<file path="src/design/tcac_pkg.sv">
// ----------------------------------------------------------------------------
// tcac_pkg: shared types and constants of the text console
// Word layouts, request kinds, character codes and the color lookup used by
// the escape parser.
// ----------------------------------------------------------------------------
package tcac_pkg;

   localparam int REQ_TDATA_W = 32;
   localparam int RSP_TDATA_W = 48;
   localparam int CELL_W      = 16;

   localparam logic [1:0] KIND_PUT   = 2'd0;
   localparam logic [1:0] KIND_CLEAR = 2'd1;
   localparam logic [1:0] KIND_COLOR = 2'd2;
   localparam logic [1:0] KIND_READ  = 2'd3;

   localparam logic [7:0] CHR_BS       = 8'h08;
   localparam logic [7:0] CHR_TAB      = 8'h09;
   localparam logic [7:0] CHR_LF       = 8'h0A;
   localparam logic [7:0] CHR_CR       = 8'h0D;
   localparam logic [7:0] CHR_ESC      = 8'h1B;
   localparam logic [7:0] CHR_SPACE    = 8'h20;
   localparam logic [7:0] CHR_ZERO     = 8'h30;
   localparam logic [7:0] CHR_NINE     = 8'h39;
   localparam logic [7:0] CHR_LBRACKET = 8'h5B;
   localparam logic [7:0] CHR_M        = 8'h6D;

   localparam logic [CELL_W-1:0] BLANK_WHITE   = 16'h0F20;
   localparam logic [7:0]        COLOR_DEFAULT = 8'h0F;
   localparam logic [9:0]        VALUE_MAX     = 10'd1023;

   localparam logic [3:0] COLOR_LOW [8]  = '{4'd0, 4'd4, 4'd2, 4'd14,
                                             4'd1, 4'd5, 4'd3, 4'd15};
   localparam logic [3:0] COLOR_HIGH [8] = '{4'd7, 4'd12, 4'd10, 4'd14,
                                             4'd9, 4'd13, 4'd11, 4'd15};

   typedef struct packed {
      logic [1:0]  kind;
      logic [10:0] cell_index;
      logic [3:0]  bg_color;
      logic [3:0]  fg_color;
      logic [7:0]  char_code;
   } req_type;

   // First field sits in the highest bits of the word.
   typedef struct packed {
      logic [15:0] cell_value;
      logic        escape_active;
      logic [7:0]  attribute;
      logic [10:0] cursor_pos;
      logic [4:0]  cursor_row;
      logic [6:0]  cursor_col;
   } rsp_type;

   typedef struct packed {
      logic       start;
      logic       feed;
      logic [7:0] code;
   } esc_cmd_type;

   typedef struct packed {
      logic       active;
      logic       set_color;
      logic [7:0] color;
   } esc_rsp_type;

   // Color after a completed sequence with value n; unknown values keep it.
   function automatic logic [7:0] sgr_color(input logic [9:0] n, input logic [7:0] cur);
      logic [7:0] c;
      logic [9:0] d;
      c = cur;
      d = '0;
      if (n == 10'd0) begin
         c = COLOR_DEFAULT;
      end else if (n inside {[10'd30:10'd37]}) begin
         d = n - 10'd30;
         c = {cur[7:4], COLOR_LOW[d[2:0]]};
      end else if (n inside {[10'd90:10'd97]}) begin
         d = n - 10'd90;
         c = {cur[7:4], COLOR_HIGH[d[2:0]]};
      end else if (n inside {[10'd40:10'd47]}) begin
         d = n - 10'd40;
         c = {COLOR_LOW[d[2:0]], cur[3:0]};
      end else if (n inside {[10'd100:10'd107]}) begin
         d = n - 10'd100;
         c = {COLOR_HIGH[d[2:0]], cur[3:0]};
      end
      return c;
   endfunction

endpackage

</file>
<file path="src/design/tcac_esc.sv">
// ----------------------------------------------------------------------------
// tcac_esc: color escape parser
// Tracks an open escape sequence, accumulates its decimal value and yields
// the new color when the closing byte arrives.
// ----------------------------------------------------------------------------
module tcac_esc #(
   parameter int ESCAPE_LIMIT = 16
) (
   input  logic                  clock,
   input  logic                  reset,
   input  tcac_pkg::esc_cmd_type cmd,
   input  logic [7:0]            color_cur,
   output tcac_pkg::esc_rsp_type rsp
);

   localparam int LEN_W = $clog2(ESCAPE_LIMIT + 1);

   logic             active_ff, active_in;
   logic [LEN_W-1:0] len_ff, len_in;
   logic             bracket_ff, bracket_in;
   logic             ended_ff, ended_in;
   logic [9:0]       value_ff, value_in;
   logic [13:0]      value_next;

   assign value_next = 14'({value_ff, 3'b000}) + 14'({value_ff, 1'b0}) + 14'(cmd.code[3:0]);

   always_comb begin
      active_in     = active_ff;
      len_in        = len_ff;
      bracket_in    = bracket_ff;
      ended_in      = ended_ff;
      value_in      = value_ff;
      rsp.active    = active_ff;
      rsp.set_color = 1'b0;
      rsp.color     = color_cur;
      if (cmd.start) begin
         active_in = 1'b1;
      end else if (cmd.feed) begin
         if (32'(len_ff) >= ESCAPE_LIMIT || cmd.code == tcac_pkg::CHR_M) begin
            if (cmd.code == tcac_pkg::CHR_M && bracket_ff) begin
               rsp.set_color = 1'b1;
               rsp.color     = tcac_pkg::sgr_color(value_ff, color_cur);
            end
            active_in  = 1'b0;
            len_in     = '0;
            bracket_in = 1'b0;
            ended_in   = 1'b0;
            value_in   = '0;
         end else begin
            if (len_ff == '0) begin
               bracket_in = (cmd.code == tcac_pkg::CHR_LBRACKET);
            end else if (!ended_ff) begin
               if (cmd.code inside {[tcac_pkg::CHR_ZERO:tcac_pkg::CHR_NINE]}) begin
                  value_in = (value_next > 14'(tcac_pkg::VALUE_MAX)) ?
                             tcac_pkg::VALUE_MAX : value_next[9:0];
               end else begin
                  ended_in = 1'b1;
               end
            end
            len_in = len_ff + 1'b1;
         end
      end
   end

   always_ff @(posedge clock) begin
      if (reset) begin
         active_ff  <= 1'b0;
         len_ff     <= '0;
         bracket_ff <= 1'b0;
         ended_ff   <= 1'b0;
         value_ff   <= '0;
      end else begin
         active_ff  <= active_in;
         len_ff     <= len_in;
         bracket_ff <= bracket_in;
         ended_ff   <= ended_in;
         value_ff   <= value_in;
      end
   end

endmodule

</file>
<file path="config.mk">
export PLATFORM = sky130hd
export DESIGN_NAME = tcac_esc
export DESIGN_NICKNAME = d
export VERILOG_FILES = /design/src/design/tcac_pkg.sv /design/src/design/tcac_esc.sv
export SDC_FILE = /design/constraint.sdc
export NUM_CORES = 1
export LEC_CHECK = 0
export BUFFER_PORTS_ARGS = -buffer_cell sky130_fd_sc_hd__buf_4
export CORE_AREA = 2 2 64 66
export DETAILED_ROUTE_END_ITERATION = 12
export DIE_AREA = 0 0 66 68
export GPL_TIMING_DRIVEN = 0
export HOLD_SLACK_MARGIN = 0.06
export MAX_ROUTING_LAYER = met4
export PLACE_DENSITY_LB_ADDON = 0.05
export SYNTH_ARGS = -nofsm -noshare
export SYNTH_HDL_FRONTEND = slang
export SYNTH_SLANG_ARGS = --single-unit
</file>
<file path="constraint.sdc">
create_clock -name clock -period 2.79 [get_ports clock]
set_clock_uncertainty 0.05 [all_clocks]
set_input_delay 0.1395 -clock clock [delete_from_list [all_inputs] [get_ports clock]]
set_output_delay 0.1395 -clock clock [all_outputs]
set_load 0.02 [all_outputs]
</file>
# Word level (Yosys, flattened, before mapping)
# Memory sizes are Yosys's and may differ from the RTL's.
# Cells that the tools add are included.
dict set report word_totals {
  regBits 18
  mem_bits_ro 128
  out_inout_bits 10
  mem_count 4
  in_bits 20
}
dict set report classes {
  reduce_logical 18
  order_cmp 16
  add_sub_neg 7
  n_eq_ne 4
  bitwise 5
  n_mux 32
}
# memory depth width rd rd_clocked_by_memory_dff write_ports line_no
set memory_table {}
lappend memory_table {{(no name shown)} 8 4 1 0 0 tcac_pkg.sv:86} ;# c = {COLOR_HIGH[d[2:0]], cur[3:0]};
lappend memory_table {{(no name shown)} 8 4 1 0 0 tcac_pkg.sv:83} ;# c = {COLOR_LOW[d[2:0]], cur[3:0]};
lappend memory_table {{(no name shown)} 8 4 1 0 0 tcac_pkg.sv:80} ;# c = {cur[7:4], COLOR_HIGH[d[2:0]]};
lappend memory_table {{(no name shown)} 8 4 1 0 0 tcac_pkg.sv:77} ;# c = {cur[7:4], COLOR_LOW[d[2:0]]};
# op count
set op_table {}
lappend op_table {{10-bit two-way mux} 5}
lappend op_table {{8-bit two-way mux} 5}
lappend op_table {{9-bit two-way mux} 4}
lappend op_table {{4-bit two-way mux} 8}
lappend op_table {{10-bit by 7-bit >= comparator with 1-bit output (second input constant)} 2}
lappend op_table {{10-bit by 6-bit less-or-equal comparator with 1-bit output (second input constant)} 2}
lappend op_table {{10-bit by 7-bit less-or-equal comparator with 1-bit output (second input constant)} 2}
lappend op_table {{8-bit by 7-bit equality test with 1-bit output (second input constant)} 2}
lappend op_table {{4-bit >= comparator (second input constant)} 4}
lappend op_table {{3-bit inverter with 4-bit output} 4}
lappend op_table {{13-bit by 11-bit adder with 14-bit output} 1}
lappend op_table {{14-bit by 4-bit adder with 14-bit output} 1}
lappend op_table {{14-bit by 10-bit greater-than comparator with 1-bit output (second input constant)} 1}
lappend op_table {{10-bit by 5-bit >= comparator with 1-bit output (second input constant)} 1}
lappend op_table {{10-bit by 6-bit >= comparator with 1-bit output (second input constant)} 1}
lappend op_table {{10-bit zero test} 1}
lappend op_table {{1-bit two-way mux} 9}
lappend op_table {{8-bit by 6-bit >= comparator with 1-bit output (second input constant)} 1}
lappend op_table {{8-bit by 6-bit less-or-equal comparator with 1-bit output (second input constant)} 1}
lappend op_table {{2-bit nonzero test} 4}
lappend op_table {{1-bit logical AND} 6}
lappend op_table {{3-bit AND reduction} 2}
lappend op_table {{3-bit subtractor (second input constant)} 2}
lappend op_table {{5-bit by 1-bit adder with 5-bit output (second input constant)} 1}
lappend op_table {{other kinds (11)} 12}

# Depth between registers and ports, before layout
dict set report depth {
  depth_word 14
  ltp_mapped 9
}

# Worst setup path before layout
# No wires, ideal clock.
dict set report synth_path {
  path_type {register -> register}
  from {register value_ff[1]}
  to {register value_ff[5]}
  required_ps 2617
  slack_ps -86
  path_buffers 0
  synth_period_minus_slack_ps 2876
  setup_ps 123
  t_arrival_ps 2703
  stages_incl_launch_ff 10
  cell_sequence {dfxtp_1 > ha_1 > ha_1 > fa_1 > a21o_1 > a221oi_2 > nor3b_1 > nor4_1 > a41oi_4 > a221o_2}
}
dict set report synth_via {
  elab_chain_cells 8
}
# element line_no
set synth_rtl {}
lappend synth_rtl {{from (decl)} tcac_esc.sv:22} ;# logic [9:0] value_ff, value_in;
lappend synth_rtl {{from (signal assigned)} tcac_esc.sv:77} ;# value_ff <= value_in;
lappend synth_rtl {{13-bit by 11-bit adder with 14-bit output *} tcac_esc.sv:25} ;# assign value_next = 14'({value_ff, 3'b000}) + 14'({value_ff, 1'b0}) + 14'(cmd.code[3:0]);
lappend synth_rtl {{14-bit by 4-bit adder with 14-bit output *} tcac_esc.sv:25}
lappend synth_rtl {{14-bit by 10-bit greater-than comparator with 1-bit output} tcac_esc.sv:54} ;# value_in = (value_next > 14'(tcac_pkg::VALUE_MAX)) ?
lappend synth_rtl {{10-bit two-way mux *} tcac_esc.sv:54}
lappend synth_rtl {{10-bit two-way mux *} tcac_esc.sv:53} ;# if (cmd.code inside {[tcac_pkg::CHR_ZERO:tcac_pkg::CHR_NINE]}) begin
lappend synth_rtl {{10-bit two-way mux *} tcac_esc.sv:52} ;# end else if (!ended_ff) begin
lappend synth_rtl {{10-bit two-way mux *} tcac_esc.sv:50} ;# if (len_ff == '0) begin
lappend synth_rtl {{10-bit two-way mux *} tcac_esc.sv:39} ;# if (32'(len_ff) >= ESCAPE_LIMIT || cmd.code == tcac_pkg::CHR_M) begin
# Mark *: on every way between the ends. The rest lies on a longest branch, timed or not. The select of a mux whose other input is x is not followed.
# A chain may end at the register's enable or synchronous reset.

# Worst setup path after layout
dict set report layout_path {
  from {register value_ff[0]}
  to {register value_ff[5]}
}
# Same word-level chain as after synthesis.

==> impl_metrics.ini <==
[outcome]
status = finished with violations
violations_in_the_final_reports = negative setup slack

[setup_path]
worst_path_cell_trace = fa_1, fa_2, a21o_1, a221o_1, a41o_1, o41ai_4, buf_4, a41oi_4, a221o_2
criticalPathCategory = register to register
path_buf_inv = 1
worst_path_dominant_cell_family = compound AO/OA/AOI/OAI gates
crit_path_end_kind = register
critical_path.max_stage_delay_ns = 0.50
crit_path_start_kind = register
timing.critical_path.slowest_stage_cell = fa_1
crit_arrival_ns = 3.05
critical_path.max_fanout = 5
cp.required_ns = 2.89

[sta]
hold_slack_ns = 0.0621
tns_ns = -1.14
final.setup.worst_slack_ns = -0.155
worst_slew_pin_slew_ns = 0.822
layout_worst_path_cycle_share_pct = 106
maxSlewHeadroom_pct = 44.7
finalSetupViolations = 10
final_min_period_ns = 2.94
setup_repair_after_global_routing_missed_its_margin = yes
fmaxAchievable_mhz = 340
finalHoldViolCount = 0
maxSlewViolCount = 0

[finish]
finalCoreUtilization_pct = 62.8
drive_gt1_share_pct = 27.1
finalNetCount = 319
layout.cell_area.non_filler_sq_um = 2420
area_growth_pct = 26.7
antenna-diode-count = 0

[place]
placedInstanceArea_sq_um = 2200
port_buffers = 29
place.gp.congestion = 0.833
dp_hpwl_microns = 3500

[synthesis]
share_of_flip_flops_with_an_asynchronous_set_or_reset_pct = 0
synth_ff_type = dfxtp_1
synth.yosys.seq_area_share_pct = 18.9
synth_edf_count = 0
postSynthCellCount = 230
synthTopCellsByCount = ha_1 (23), a21oi_1 (20), nand2_1 (19), nor2_1 (19), dfxtp_1 (18)
synth_area_per_cell_sq_um = 8.31
yosys.area.top_type = dfxtp_1
netlist-cell-type-count = 61
synth_warnings = 0
synth_top_area_share_pct = 18.9
ys_seq_elements = 18
synth_most_common_cell = ha_1
syn_area_sq_um = 1910
post_synth_main_area_contributors = dfxtp_1 (19%), ha_1 (15%), a21oi_1 (5.2%)
synth.net_count = 275

[drt]
initialDrtViolationCount = 93
detail_route.vias_per_cell = 5.90
routed_wl_microns = 4810
avgRoutedWirePerCell_microns = 14.9
ant_nets = 0
vias = 1907
drt-pass1-iter-count = 4
drc_violation_count_after_routing = 0

[floorplanning]
die_area_sq_um = 4490
fp.dieW_microns = 66
core_area_sq_um = 3860
die_y_microns = 68
start_util_pct = 49.5
cell_row_count = 23
boundaryPins = 30

[power_and_ir_drop]
power.leakage_nw = 1.02
power_density_nw_per_um2 = 234
worst_ir_drop_vdd_mv = 0.228

[clock_tree]
clk_path_buf_depth = 2
clkTransAtPathRegs_ns = 0.08
cts_inserted_buffers = 3
tritoncts_clock_tree = built
clock_latency_on_the_worst_skew_pair_ns = 0.26
clock-sinks = 18
htree_levels = 1
clk_root_buffer_cell = clkbuf_8

[flow_run]
timing.max_cap.violations = 0

[min_path]
hold_path_class = primary input to register

[grt]
grt_max_degree = 11
grt.overflow.total = 0
antenna_found_initial = 0
grt_pass1_vias = 1720
global_route_wire_length_before_repair_microns = 7820
grt_use_total_pct = 23.2
==> cells in the final DEF (no fill, tap or decap), types with 3 or more instances in the layout <==
cell and n:
a21o_1 4, a21oi_1 20, a221o_1 7, a221o_2 3, a31oi_1 3, and2_1 3
buf_4 38, clkbuf_1 4, clkbuf_8 4, dfxtp_1 13, dfxtp_2 4, ha_1 21
inv_1 9, nand2_1 19, nand2b_1 7, nand3_1 4, nand4_1 4, nor2_1 19
nor2b_1 4, nor3_1 3, nor3_2 4, nor4_1 4, o211ai_1 3, o21ai_0 9
xnor2_1 4, xor2_1 4
==> timing repair <==
item / CTS / global route
gates resized for setup: 12 / 2
cloned: 1 / 0
hold endpoints to repair: 2 / 0
pin swaps: 8 / 1
setup endpoints to repair: 10 / 14
hold buffers: 1 / 0
setup buffers: 7 / 1
==> worst reg2reg max path, delay by kind of cell, from the launching register on <==
kind / cells / cell delay (ns)
AO/OA/AOI/OAI: 6 / 1.39
flip-flops: 1 / 0.34
buffers and inverters: 1 / 0.20
adder cells (fa/ha/maj): 2 / 0.86
==> flip-flops by register name (all words and copies together), names as in the netlist <==
| signal | flops |
|---|---|
| len_ff | 5 |
| bracket_ff | 1 |
| active_ff | 1 |
| value_ff | 10 |
| ended_ff | 1 |
==> cell type report <==
type | count | area [sq um]
buffer | 8 | 41.3
timing repair buffer | 38 | 288
multi-input combinational | 196 | 1570
inverter | 9 | 33.8
tap | 50 | 62.6
fill | 340 | 1440
sequential | 18 | 369
clock buffer | 4 | 55.1
==> per-layer routing <==
metal / GRT usage (%) / part of all wire [%] / vias up
met5: - / 0 / -
met4: 5.87 / 1.0 / 0
met3: 3.45 / 2.5 / 4
met2: 35.4 / 46 / 41
met1: 32.3 / 50 / 885
li1: - / - / 977
==> cells by family (layout without fill, tap and decap cells) <==
kind of cell	count (synthesis)	count (layout)	synth area share (%)
DFF	18	18	18.9
and+or+nand+nor	91	91	27.6
xor gates and xnor gates	8	8	3.67
adders and majority gates	25	25	17.2
buffers and inverters	17	59	3.93
muxes	1	1	0.524
AOI/OAI and AO/OA	70	71	28.3
==> where the power goes <==
group          internal, mW  switching [mW]  leakage, nW
logic                0.0437          0.0415        0.844
registers             0.259         0.00243        0.148
clock network         0.126          0.0952       0.0288
==> final timing paths <==
| path | from | end | slack (ns) | cells after the start |
|---|---|---|---|---|
| setup reg to reg | value_ff[0] | value_ff[5] | -0.15 | 9 |
| hold reg to reg | active_ff | active_ff | 0.43 | 2 |
| setup / recovery | value_ff[0] | value_ff[5] | -0.15 | 9 |
| hold / removal | cmd[9] | active_ff | 0.06 | 3 |
==> through the flow <==
step | std cells | power (mW) | setup WS, ns
final | 323 | 0.567 | -0.155
after global routing | 323 | 0.592 | -0.249
after CTS | 322 | 0.572 | -0.121
after detailed placement | 309 | 0.351 | -0.257
after global placement | 309 | 0.350 | -0.217
after floorplan | 230 | 0.308 | 0.0219
No activity file was read; power rests on OpenSTA's default activity.
