===== src/design/tcac_pkg.sv =====
// ----------------------------------------------------------------------------
// tcac_pkg: shared types and constants of the text console
// Word layouts, request kinds, character codes and the color lookup used by
// the escape parser.
// ----------------------------------------------------------------------------
package tcac_pkg;

   localparam int REQ_TDATA_W = 32;
   localparam int RSP_TDATA_W = 48;
   localparam int CELL_W      = 16;

   localparam logic [1:0] KIND_PUT   = 2'd0;
   localparam logic [1:0] KIND_CLEAR = 2'd1;
   localparam logic [1:0] KIND_COLOR = 2'd2;
   localparam logic [1:0] KIND_READ  = 2'd3;

   localparam logic [7:0] CHR_BS       = 8'h08;
   localparam logic [7:0] CHR_TAB      = 8'h09;
   localparam logic [7:0] CHR_LF       = 8'h0A;
   localparam logic [7:0] CHR_CR       = 8'h0D;
   localparam logic [7:0] CHR_ESC      = 8'h1B;
   localparam logic [7:0] CHR_SPACE    = 8'h20;
   localparam logic [7:0] CHR_ZERO     = 8'h30;
   localparam logic [7:0] CHR_NINE     = 8'h39;
   localparam logic [7:0] CHR_LBRACKET = 8'h5B;
   localparam logic [7:0] CHR_M        = 8'h6D;

   localparam logic [CELL_W-1:0] BLANK_WHITE   = 16'h0F20;
   localparam logic [7:0]        COLOR_DEFAULT = 8'h0F;
   localparam logic [9:0]        VALUE_MAX     = 10'd1023;

   localparam logic [3:0] COLOR_LOW [8]  = '{4'd0, 4'd4, 4'd2, 4'd14,
                                             4'd1, 4'd5, 4'd3, 4'd15};
   localparam logic [3:0] COLOR_HIGH [8] = '{4'd7, 4'd12, 4'd10, 4'd14,
                                             4'd9, 4'd13, 4'd11, 4'd15};

   typedef struct packed {
      logic [1:0]  kind;
      logic [10:0] cell_index;
      logic [3:0]  bg_color;
      logic [3:0]  fg_color;
      logic [7:0]  char_code;
   } req_type;

   // First field sits in the highest bits of the word.
   typedef struct packed {
      logic [15:0] cell_value;
      logic        escape_active;
      logic [7:0]  attribute;
      logic [10:0] cursor_pos;
      logic [4:0]  cursor_row;
      logic [6:0]  cursor_col;
   } rsp_type;

   typedef struct packed {
      logic       start;
      logic       feed;
      logic [7:0] code;
   } esc_cmd_type;

   typedef struct packed {
      logic       active;
      logic       set_color;
      logic [7:0] color;
   } esc_rsp_type;

   // Color after a completed sequence with value n; unknown values keep it.
   function automatic logic [7:0] sgr_color(input logic [9:0] n, input logic [7:0] cur);
      logic [7:0] c;
      logic [9:0] d;
      c = cur;
      d = '0;
      if (n == 10'd0) begin
         c = COLOR_DEFAULT;
      end else if (n inside {[10'd30:10'd37]}) begin
         d = n - 10'd30;
         c = {cur[7:4], COLOR_LOW[d[2:0]]};
      end else if (n inside {[10'd90:10'd97]}) begin
         d = n - 10'd90;
         c = {cur[7:4], COLOR_HIGH[d[2:0]]};
      end else if (n inside {[10'd40:10'd47]}) begin
         d = n - 10'd40;
         c = {COLOR_LOW[d[2:0]], cur[3:0]};
      end else if (n inside {[10'd100:10'd107]}) begin
         d = n - 10'd100;
         c = {COLOR_HIGH[d[2:0]], cur[3:0]};
      end
      return c;
   endfunction

endpackage


===== src/design/tcac_seq.sv =====
// ----------------------------------------------------------------------------
// tcac_seq: console sequencer
// Holds the cursor and color, runs one request at a time against the text
// memory, and sweeps the memory for reset fill, clear and scroll.
// ----------------------------------------------------------------------------
module tcac_seq #(
   parameter int COLUMNS = 80,
   parameter int ROWS    = 25,
   parameter int ADDR_W  = 11
) (
   input  logic                        clock,
   input  logic                        reset,
   input  logic                        req_valid,
   input  tcac_pkg::req_type           req,
   output logic                        req_ready,
   input  logic                        slot_free,
   output logic                        emit,
   output tcac_pkg::rsp_type           result,
   output tcac_pkg::esc_cmd_type       esc_cmd,
   input  tcac_pkg::esc_rsp_type       esc_rsp,
   output logic                        wr_en,
   output logic [ADDR_W-1:0]           wr_addr,
   output logic [tcac_pkg::CELL_W-1:0] wr_data,
   output logic [ADDR_W-1:0]           rd_addr,
   input  logic [tcac_pkg::CELL_W-1:0] rd_data
);

   localparam int CELLS = COLUMNS * ROWS;
   localparam int MOVED = CELLS - COLUMNS;
   localparam int CNT_W = $clog2(CELLS + 1);
   localparam int COL_W = $clog2(COLUMNS);
   localparam int CNX_W = $clog2(COLUMNS + 8);
   localparam int ROW_W = $clog2(ROWS);
   localparam int RNX_W = ROW_W + 1;

   localparam logic [2:0] ST_INIT   = 3'd0;
   localparam logic [2:0] ST_IDLE   = 3'd1;
   localparam logic [2:0] ST_EXEC   = 3'd2;
   localparam logic [2:0] ST_READ   = 3'd3;
   localparam logic [2:0] ST_SCROLL = 3'd4;
   localparam logic [2:0] ST_CLEAR  = 3'd5;
   localparam logic [2:0] ST_EMIT   = 3'd6;

   logic [2:0]                  state_ff, state_in;
   tcac_pkg::req_type           req_ff, req_in;
   logic [COL_W-1:0]            col_ff, col_in;
   logic [ROW_W-1:0]            row_ff, row_in;
   logic [7:0]                  color_ff, color_in;
   logic [CNT_W-1:0]            cnt_ff, cnt_in;
   logic [tcac_pkg::CELL_W-1:0] cell_ff, cell_in;

   logic [ADDR_W-1:0]           row_base;
   logic [COL_W-1:0]            col_dec;
   logic [CNX_W-1:0]            tab_sum;
   logic [CNX_W-1:0]            col_nx;
   logic [RNX_W-1:0]            row_nx;
   logic [tcac_pkg::CELL_W-1:0] blank;

   assign row_base  = ADDR_W'(row_ff) * ADDR_W'(COLUMNS);
   assign col_dec   = (col_ff != '0) ? col_ff - 1'b1 : col_ff;
   assign tab_sum   = CNX_W'(col_ff) + CNX_W'(8);
   assign blank     = {color_ff, tcac_pkg::CHR_SPACE};
   assign req_ready = (state_ff == ST_IDLE);

   always_comb begin
      state_in = state_ff;
      req_in   = req_ff;
      col_in   = col_ff;
      row_in   = row_ff;
      color_in = color_ff;
      cnt_in   = cnt_ff;
      cell_in  = cell_ff;
      col_nx   = CNX_W'(col_ff);
      row_nx   = RNX_W'(row_ff);
      wr_en    = 1'b0;
      wr_addr  = '0;
      wr_data  = tcac_pkg::BLANK_WHITE;
      rd_addr  = '0;
      esc_cmd  = '0;
      emit     = 1'b0;
      case (state_ff)
         ST_INIT: begin
            wr_en   = 1'b1;
            wr_addr = ADDR_W'(cnt_ff);
            cnt_in  = cnt_ff + 1'b1;
            if (cnt_ff == CNT_W'(CELLS - 1)) begin
               cnt_in   = '0;
               state_in = ST_IDLE;
            end
         end
         ST_IDLE: begin
            if (req_valid) begin
               req_in   = req;
               cell_in  = '0;
               state_in = ST_EXEC;
            end
         end
         ST_EXEC: begin
            case (req_ff.kind)
               tcac_pkg::KIND_PUT: begin
                  if (esc_rsp.active) begin
                     esc_cmd.feed = 1'b1;
                     esc_cmd.code = req_ff.char_code;
                     if (esc_rsp.set_color) begin
                        color_in = esc_rsp.color;
                     end
                     state_in = ST_EMIT;
                  end else begin
                     case (req_ff.char_code)
                        tcac_pkg::CHR_BS: begin
                           col_nx  = CNX_W'(col_dec);
                           wr_en   = 1'b1;
                           wr_addr = row_base + ADDR_W'(col_dec);
                           wr_data = blank;
                        end
                        tcac_pkg::CHR_TAB: begin
                           col_nx = {tab_sum[CNX_W-1:3], 3'b000};
                        end
                        tcac_pkg::CHR_LF: begin
                           col_nx = '0;
                           row_nx = RNX_W'(row_ff) + 1'b1;
                        end
                        tcac_pkg::CHR_CR: begin
                           col_nx = '0;
                        end
                        tcac_pkg::CHR_ESC: begin
                           esc_cmd.start = 1'b1;
                        end
                        default: begin
                           wr_en   = 1'b1;
                           wr_addr = row_base + ADDR_W'(col_ff);
                           wr_data = {color_ff, req_ff.char_code};
                           col_nx  = CNX_W'(col_ff) + 1'b1;
                        end
                     endcase
                     if (col_nx >= CNX_W'(COLUMNS)) begin
                        col_nx = '0;
                        row_nx = row_nx + 1'b1;
                     end
                     col_in = COL_W'(col_nx);
                     if (row_nx >= RNX_W'(ROWS)) begin
                        row_in   = ROW_W'(ROWS - 1);
                        cnt_in   = '0;
                        state_in = ST_SCROLL;
                     end else begin
                        row_in   = ROW_W'(row_nx);
                        state_in = ST_EMIT;
                     end
                  end
               end
               tcac_pkg::KIND_CLEAR: begin
                  col_in   = '0;
                  row_in   = '0;
                  cnt_in   = '0;
                  state_in = ST_CLEAR;
               end
               tcac_pkg::KIND_COLOR: begin
                  color_in = {req_ff.bg_color, req_ff.fg_color};
                  state_in = ST_EMIT;
               end
               default: begin
                  rd_addr  = ADDR_W'(req_ff.cell_index);
                  state_in = ST_READ;
               end
            endcase
         end
         ST_READ: begin
            cell_in  = (32'(req_ff.cell_index) < CELLS) ? rd_data : '0;
            state_in = ST_EMIT;
         end
         ST_SCROLL: begin
            // Reads run one cell ahead of the writes they feed.
            if (cnt_ff < CNT_W'(MOVED)) begin
               rd_addr = ADDR_W'(cnt_ff + CNT_W'(COLUMNS));
            end
            if (cnt_ff != '0) begin
               wr_en   = 1'b1;
               wr_addr = ADDR_W'(cnt_ff - 1'b1);
               wr_data = (cnt_ff <= CNT_W'(MOVED)) ? rd_data : blank;
            end
            cnt_in = cnt_ff + 1'b1;
            if (cnt_ff == CNT_W'(CELLS)) begin
               state_in = ST_EMIT;
            end
         end
         ST_CLEAR: begin
            wr_en   = 1'b1;
            wr_addr = ADDR_W'(cnt_ff);
            cnt_in  = cnt_ff + 1'b1;
            if (cnt_ff == CNT_W'(CELLS - 1)) begin
               state_in = ST_EMIT;
            end
         end
         ST_EMIT: begin
            if (slot_free) begin
               emit     = 1'b1;
               state_in = ST_IDLE;
            end
         end
         default: begin
            state_in = ST_IDLE;
         end
      endcase
   end

   always_comb begin
      result.cursor_col    = 7'(col_ff);
      result.cursor_row    = 5'(row_ff);
      result.cursor_pos    = 11'(row_base + ADDR_W'(col_ff));
      result.attribute     = color_ff;
      result.escape_active = esc_rsp.active;
      result.cell_value    = cell_ff;
   end

   always_ff @(posedge clock) begin
      if (reset) begin
         state_ff <= ST_INIT;
         col_ff   <= '0;
         row_ff   <= '0;
         color_ff <= tcac_pkg::COLOR_DEFAULT;
         cnt_ff   <= '0;
      end else begin
         state_ff <= state_in;
         col_ff   <= col_in;
         row_ff   <= row_in;
         color_ff <= color_in;
         cnt_ff   <= cnt_in;
      end
   end

   always_ff @(posedge clock) begin
      req_ff  <= req_in;
      cell_ff <= cell_in;
   end

   a_cursor_range: assert property (@(posedge clock) disable iff (reset)
      1'b1 |-> (32'(col_ff) < COLUMNS && 32'(row_ff) < ROWS))
      else $error("cursor left the screen");

   a_write_range: assert property (@(posedge clock) disable iff (reset)
      wr_en |-> 32'(wr_addr) < CELLS)
      else $error("text memory write out of range");

   a_accept_exec: assert property (@(posedge clock) disable iff (reset)
      (req_valid && req_ready) |=> state_ff == ST_EXEC)
      else $error("accepted word not executed");

   a_scroll_row: assert property (@(posedge clock) disable iff (reset)
      state_ff == ST_SCROLL |-> 32'(row_ff) == ROWS - 1)
      else $error("scroll with cursor off the last row");

   a_cell_zero: assert property (@(posedge clock) disable iff (reset)
      (emit && req_ff.kind != tcac_pkg::KIND_READ) |-> cell_ff == '0)
      else $error("cell value set for a non-read word");

endmodule


===== config.mk =====
export PLATFORM = sky130hd
export DESIGN_NAME = tcac_seq
export DESIGN_NICKNAME = d
export VERILOG_FILES = /design/src/design/tcac_pkg.sv /design/src/design/tcac_seq.sv
export SDC_FILE = /design/constraint.sdc
export NUM_CORES = 1
export LEC_CHECK = 0
export ABC_AREA = 1
export BUFFER_PORTS_ARGS = -buffer_cell sky130_fd_sc_hd__buf_4
export CORE_UTILIZATION = 54
export CTS_CLUSTER_DIAMETER = 60
export DETAILED_ROUTE_END_ITERATION = 16
export PLACE_DENSITY = 0.82
export SLEW_MARGIN = 40
export SYNTH_ARGS = -nofsm -noshare
export SYNTH_HDL_FRONTEND = slang
export SYNTH_SLANG_ARGS = --single-unit
export TNS_END_PERCENT = 5

===== constraint.sdc =====
create_clock -name clock -period 3.9 [get_ports clock]
set_input_delay 0.585 -clock clock [delete_from_list [all_inputs] [get_ports clock]]
set_output_delay 0.585 -clock clock [all_outputs]
set_load 0.005 [all_outputs]

After elaboration in Yosys (flattened, before gate mapping)
Cells that the tools add are included.
{ "word_totals": {"register_bits": 79, "latch_bits": 0, "ramBits": 0, "mem_bits_ro": 0, "input_bits": 59, "output_inout_bits": 99, "wordCells": 137, "memories": 0} }
{ "classes": {"n_addsub": 10, "n_mul": 1, "div": 0, "order_cmp": 5, "n_eq_ne": 26, "shifts": 0, "n_mux": 65, "n_bitwise": 0, "n_reduce_logical": 19} }
{ "ops": {"columns": ["cell", "n"], "rows": [
  ["16-bit two-way mux", 6],
  ["16-bit case mux with 2 select lines", 3],
  ["11-bit two-way mux", 8],
  ["11-bit case mux with 2 select lines", 3],
  ["11-bit case mux with 3 select lines", 2],
  ["6-bit two-way mux", 8],
  ["7-bit two-way mux", 6],
  ["8-bit by 4-bit == test with 1-bit output, second input constant", 4],
  ["7-bit case mux with 4 select lines", 1],
  ["11-bit by 7-bit adder with 11-bit output", 2],
  ["11-bit == test, second input constant", 2],
  ["11-bit less-than comparator, second input constant", 2],
  ["3-bit case mux with 7 select lines", 1],
  ["10-bit two-way mux", 2],
  ["8-bit two-way mux", 2],
  ["2-bit inequality test, second input constant", 8],
  ["8-bit case mux with 2 select lines", 1],
  ["3-bit two-way mux", 5],
  ["7-bit case mux with 2 select lines", 1],
  ["11-bit by 1-bit adder with 11-bit output, second input constant", 1],
  ["11-bit by 7-bit adder with 11-bit output, second input constant", 1],
  ["11-bit less-or-equal comparator, second input constant", 1],
  ["11-bit nonzero test", 1],
  ["11-bit by 1-bit subtractor with 11-bit output, second input constant", 1],
  ["other kinds (34)", 54]
]} }

Logic depth before layout (Yosys ltp)
{ "logic_depth": {"depth_word": 16, "depth_mapped": 23} }

Least setup slack after synthesis
OpenSTA, ideal clock, no wires.
{ "synth_path": {"kind": "register to output", "from": "register col_ff[0]", "to": "output port wr_addr[10]", "t_arrival_ns": 2.563, "path_slack_ns": 0.752, "stages_incl_launch_ff": 17, "path_buffers": 0, "cell_sequence": "dfxtp_1 > inv_1 > ha_1 > inv_1 > nor2_1 > nand2_2 > nand3_2 > inv_1 > ha_1 > inv_1 > fa_1 > nor2_1 > o21ai_0 > nor2_1 > inv_1 > o21a_1 > o311ai_0"} }
{ "synth_via": {"elab_chain_cells": 7, "elab_cells_between_ends": 9} }
{ "synth_rtl": {"columns": ["element", "line", "rtl"], "rows": [
  ["start, declared", "tcac_seq.sv:46", "logic [COL_W-1:0] col_ff, col_in;"],
  ["start signal, assigned", "tcac_seq.sv:224", "col_ff <= col_in;"],
  ["7-bit by 1-bit subtractor with 7-bit output or 7-bit nonzero test (tied branches)", "tcac_seq.sv:60", "assign col_dec = (col_ff != '0) ? col_ff - 1'b1 : col_ff;"],
  ["7-bit two-way mux", "tcac_seq.sv:60", null],
  ["11-bit by 7-bit adder with 11-bit output", "tcac_seq.sv:113", "wr_addr = row_base + ADDR_W'(col_dec);"],
  ["11-bit case mux with 2 select lines *", "tcac_seq.sv:109", "case (req_ff.char_code)"],
  ["11-bit two-way mux *", "tcac_seq.sv:101", "if (esc_rsp.active) begin"],
  ["11-bit two-way mux *", "tcac_seq.sv:99", "case (req_ff.kind)"],
  ["11-bit case mux with 3 select lines *", "tcac_seq.sv:81", "case (state_ff)"],
  ["end, declared", "tcac_seq.sv:22", "output logic [ADDR_W-1:0] wr_addr,"]
]} }
Every way passes the cells marked *; elsewhere a longest branch is shown, timed or not.

Final worst setup path
{ "layout_path": {"from": "register col_ff[0]", "to": "output port wr_addr[8]"} }
The elaborated chain is that of the path after synthesis.

==> results.tsv <==
metric	value	unit
compound-cell area share of the yosys netlist	14.27	%
Die Ht	107.2	um
Synth Area in Adders	6.245	%
pre-CTS setup slack	526.7	ps
Slew @ Worst Pin	567.7	ps
worst vdd ir	256.0	uV
Syn. warnings	0	
clock transition at the registers of the reported paths	100	ps
Top Ports	158	
die area	11480	um^2
Hold Crit Depth	1	
final net count	1060	
Clk Tree Root Cell	clkbuf_8	
Max Slew Vio Count	0	
initial antenna violation count	0	
Post-DP HPWL	13.74	mm
Arr. time, crit path	3140	ps
TritonCTS clock tree	done	
die width	107.2	um
area taken by multi-input logic gates	3364	um^2
Top FF cell, synth	edfxtp_1	
Syn Inst Count	825	
CP Class	reg -> out	
status	complete, but fails checks	
number of global-route vias before repair	5842	
Final Total Pwr	0.002745	W
Slew headroom	62.06	%
initial DRC count	448	
drt first pass iters	11	
final setup fails	0	
vias per cell	5.600	
most common cell after layout, fill and taps aside	buf_4	
residual DRC count	1	
per-cell routed wire length	16.25	um
ys async rst share	0	%
PnR worst setup slack	176.1	ps
Setup TNS	0	ps
Pwr Density	366.1	nW/um^2
Tot GR Track Use	32.48	%
number of diodes	0	
starting density of the core	55.32	%
Hold WC Path Type	in -> reg	
Synth cell types	48	
first-pass GRT wire length	28.96	mm
Longest Clk Path Bufs	2	
startpoint types	register	
Synth Area in Simple Gates	30.51	%
Max Cap Viol	0	
Routed WL	18.17	mm
sequential cell area	2032	um^2
LEAKAGE	3.499	nW
Seq cells post-synth	79	
synthesis-to-layout area growth	25.61	%
syn nets	912	
Max H-tree Level	3	
# rows	38	
final hold violation count	0	
synthesized cell area	5971	um^2
Final period util	95.48	%
CP Max Fanout	8	
CTS Buf Count	9	
Setup Fix Bufs, Post-CTS	0	
number of port buffers	157	
hold_ws	373.7	ps
failing checks	design-rule violations	
vias post-DR	6261	
core area	10790	um^2
FMAX	268.5	MHz
mux share of post-synthesis cell area	0	%
share of cells above drive strength 1	23.93	%
pin count of the biggest net entering global routing	30	
fillers	965	
mean post-synth cell area	7.237	um^2
Final ANT Viol Nets	0	
post-synthesis sequential area ratio	34.03	%
largest family of logic cells by synthesized area	simple AND/OR/NAND/NOR gates	
CP endpoint kind	output pin	
clk_skew	17.56	ps
XOR/XNOR Fraction of Synth Area	4.987	%
clk sinks	79	
GPL Wtd Cong	0.9899	
worst endpoint required time	3310	ps
Worst R2R Path Depth	22	
CTS Hold Bufs	0	
grt ovf	0	
Post-synth EDFFs	45	
fin crit period	3724	ps
clock latency on the worst-skew pair	380	ps
commonest non-fill, non-tap cells in the layout	buf_4 (173), nand2_1 (159), inv_1 (100)	
==> worst max-delay path, cell delays in order, from the launching register on <==
cell and delay [ps]:
dfxtp_1 340, inv_1 100, ha_1 220, inv_1 60, nor2_1 50, nand2_2 160, nand3_2 110, inv_1 70
ha_1 150, inv_1 50, fa_1 400, nor2_2 170, o21ai_0 110, nor2_1 100, inv_1 70, nand3_1 90
o21ai_0 100, nand2_1 80, o221ai_1 160, buf_4 190
==> repair_timing <==
| item | in CTS | in global routing |
|---|---|---|
| endpoints found under the hold margin | 0 | 0 |
| gates resized for setup | 0 | 3 |
| endpoints found under the setup margin | 0 | 2 |
==> where the power goes <==
group	total, W	leakage (nW)	switching (W)	internal [W]
Combinational	0.000982	2.70	0.000612	0.000369
Sequential	0.00109	0.690	0.0000747	0.00101
Clock	0.000677	0.109	0.000354	0.000324
==> cell families after synthesis <==
kind of cell | count (synthesis)
simple gates | 396
buf+inv | 146
compound gates | 142
flops | 79
xor+xnor | 34
fa+ha+maj | 28
==> sequential cells by signal (all words and copies together) (netlist names) <==
register  cells
row_ff        5
req_ff       29
state_ff      3
col_ff        7
color_ff      8
cell_ff      16
cnt_ff       11
==> final cells by class <==
class,count,area share (%)
sequential,79,27.09
timing repair buffer,173,17.32
tap,140,2.336
clock buffer,10,1.835
clock inverter,6,1.018
multi-input combinational,600,44.86
inverter,110,5.539
==> synthesized netlist by cell type (all sizes together), types with 3 or more instances <==
cell type / number / area [um^2]
o211ai: 5 / 37.54
a21oi: 46 / 230.2
nand2: 171 / 686.9
nor2: 105 / 468.0
nor3: 21 / 105.1
nand3b: 6 / 45.04
o311ai: 5 / 43.79
nand4: 16 / 100.1
o221ai: 9 / 78.83
buf: 14 / 96.33
nand3: 69 / 365.4
nor4: 6 / 37.54
fa: 3 / 60.06
ha: 25 / 312.8
a31oi: 9 / 56.30
o21ai: 46 / 230.2
inv: 108 / 407.9
o2111ai: 4 / 35.03
clkbuf: 22 / 82.58
dfxtp: 34 / 680.7
xor2: 32 / 280.3
o22ai: 7 / 43.79
edfxtp: 45 / 1351
==> metrics by stage <==
stage	util (%)	cell area (um^2)	std cells
floorplan	-	5971	825
global placement	67.41	7276	1102
detailed placement	67.41	7276	1102
finish	69.49	7500	1118
global route	69.49	7500	1118
CTS	69.39	7490	1118
==> layer usage <==
layer	track usage (%)	vias up	wire, um
li1	-	3076	-
met5	0	-	0
met4	11.94	0	461
met2	55.39	287	8754
met3	6.748	42	1533
met1	40.35	2856	7423
==> final timing paths <==
kind         startpoint         end  slack, ps
max           col_ff[0]  wr_addr[8]        180
max reg2reg   req_ff[0]   cnt_ff[7]        620
min reg2reg   cnt_ff[5]   cnt_ff[5]        520
min              req[1]   req_ff[1]        370
Power figures use the tool's default switching activity.
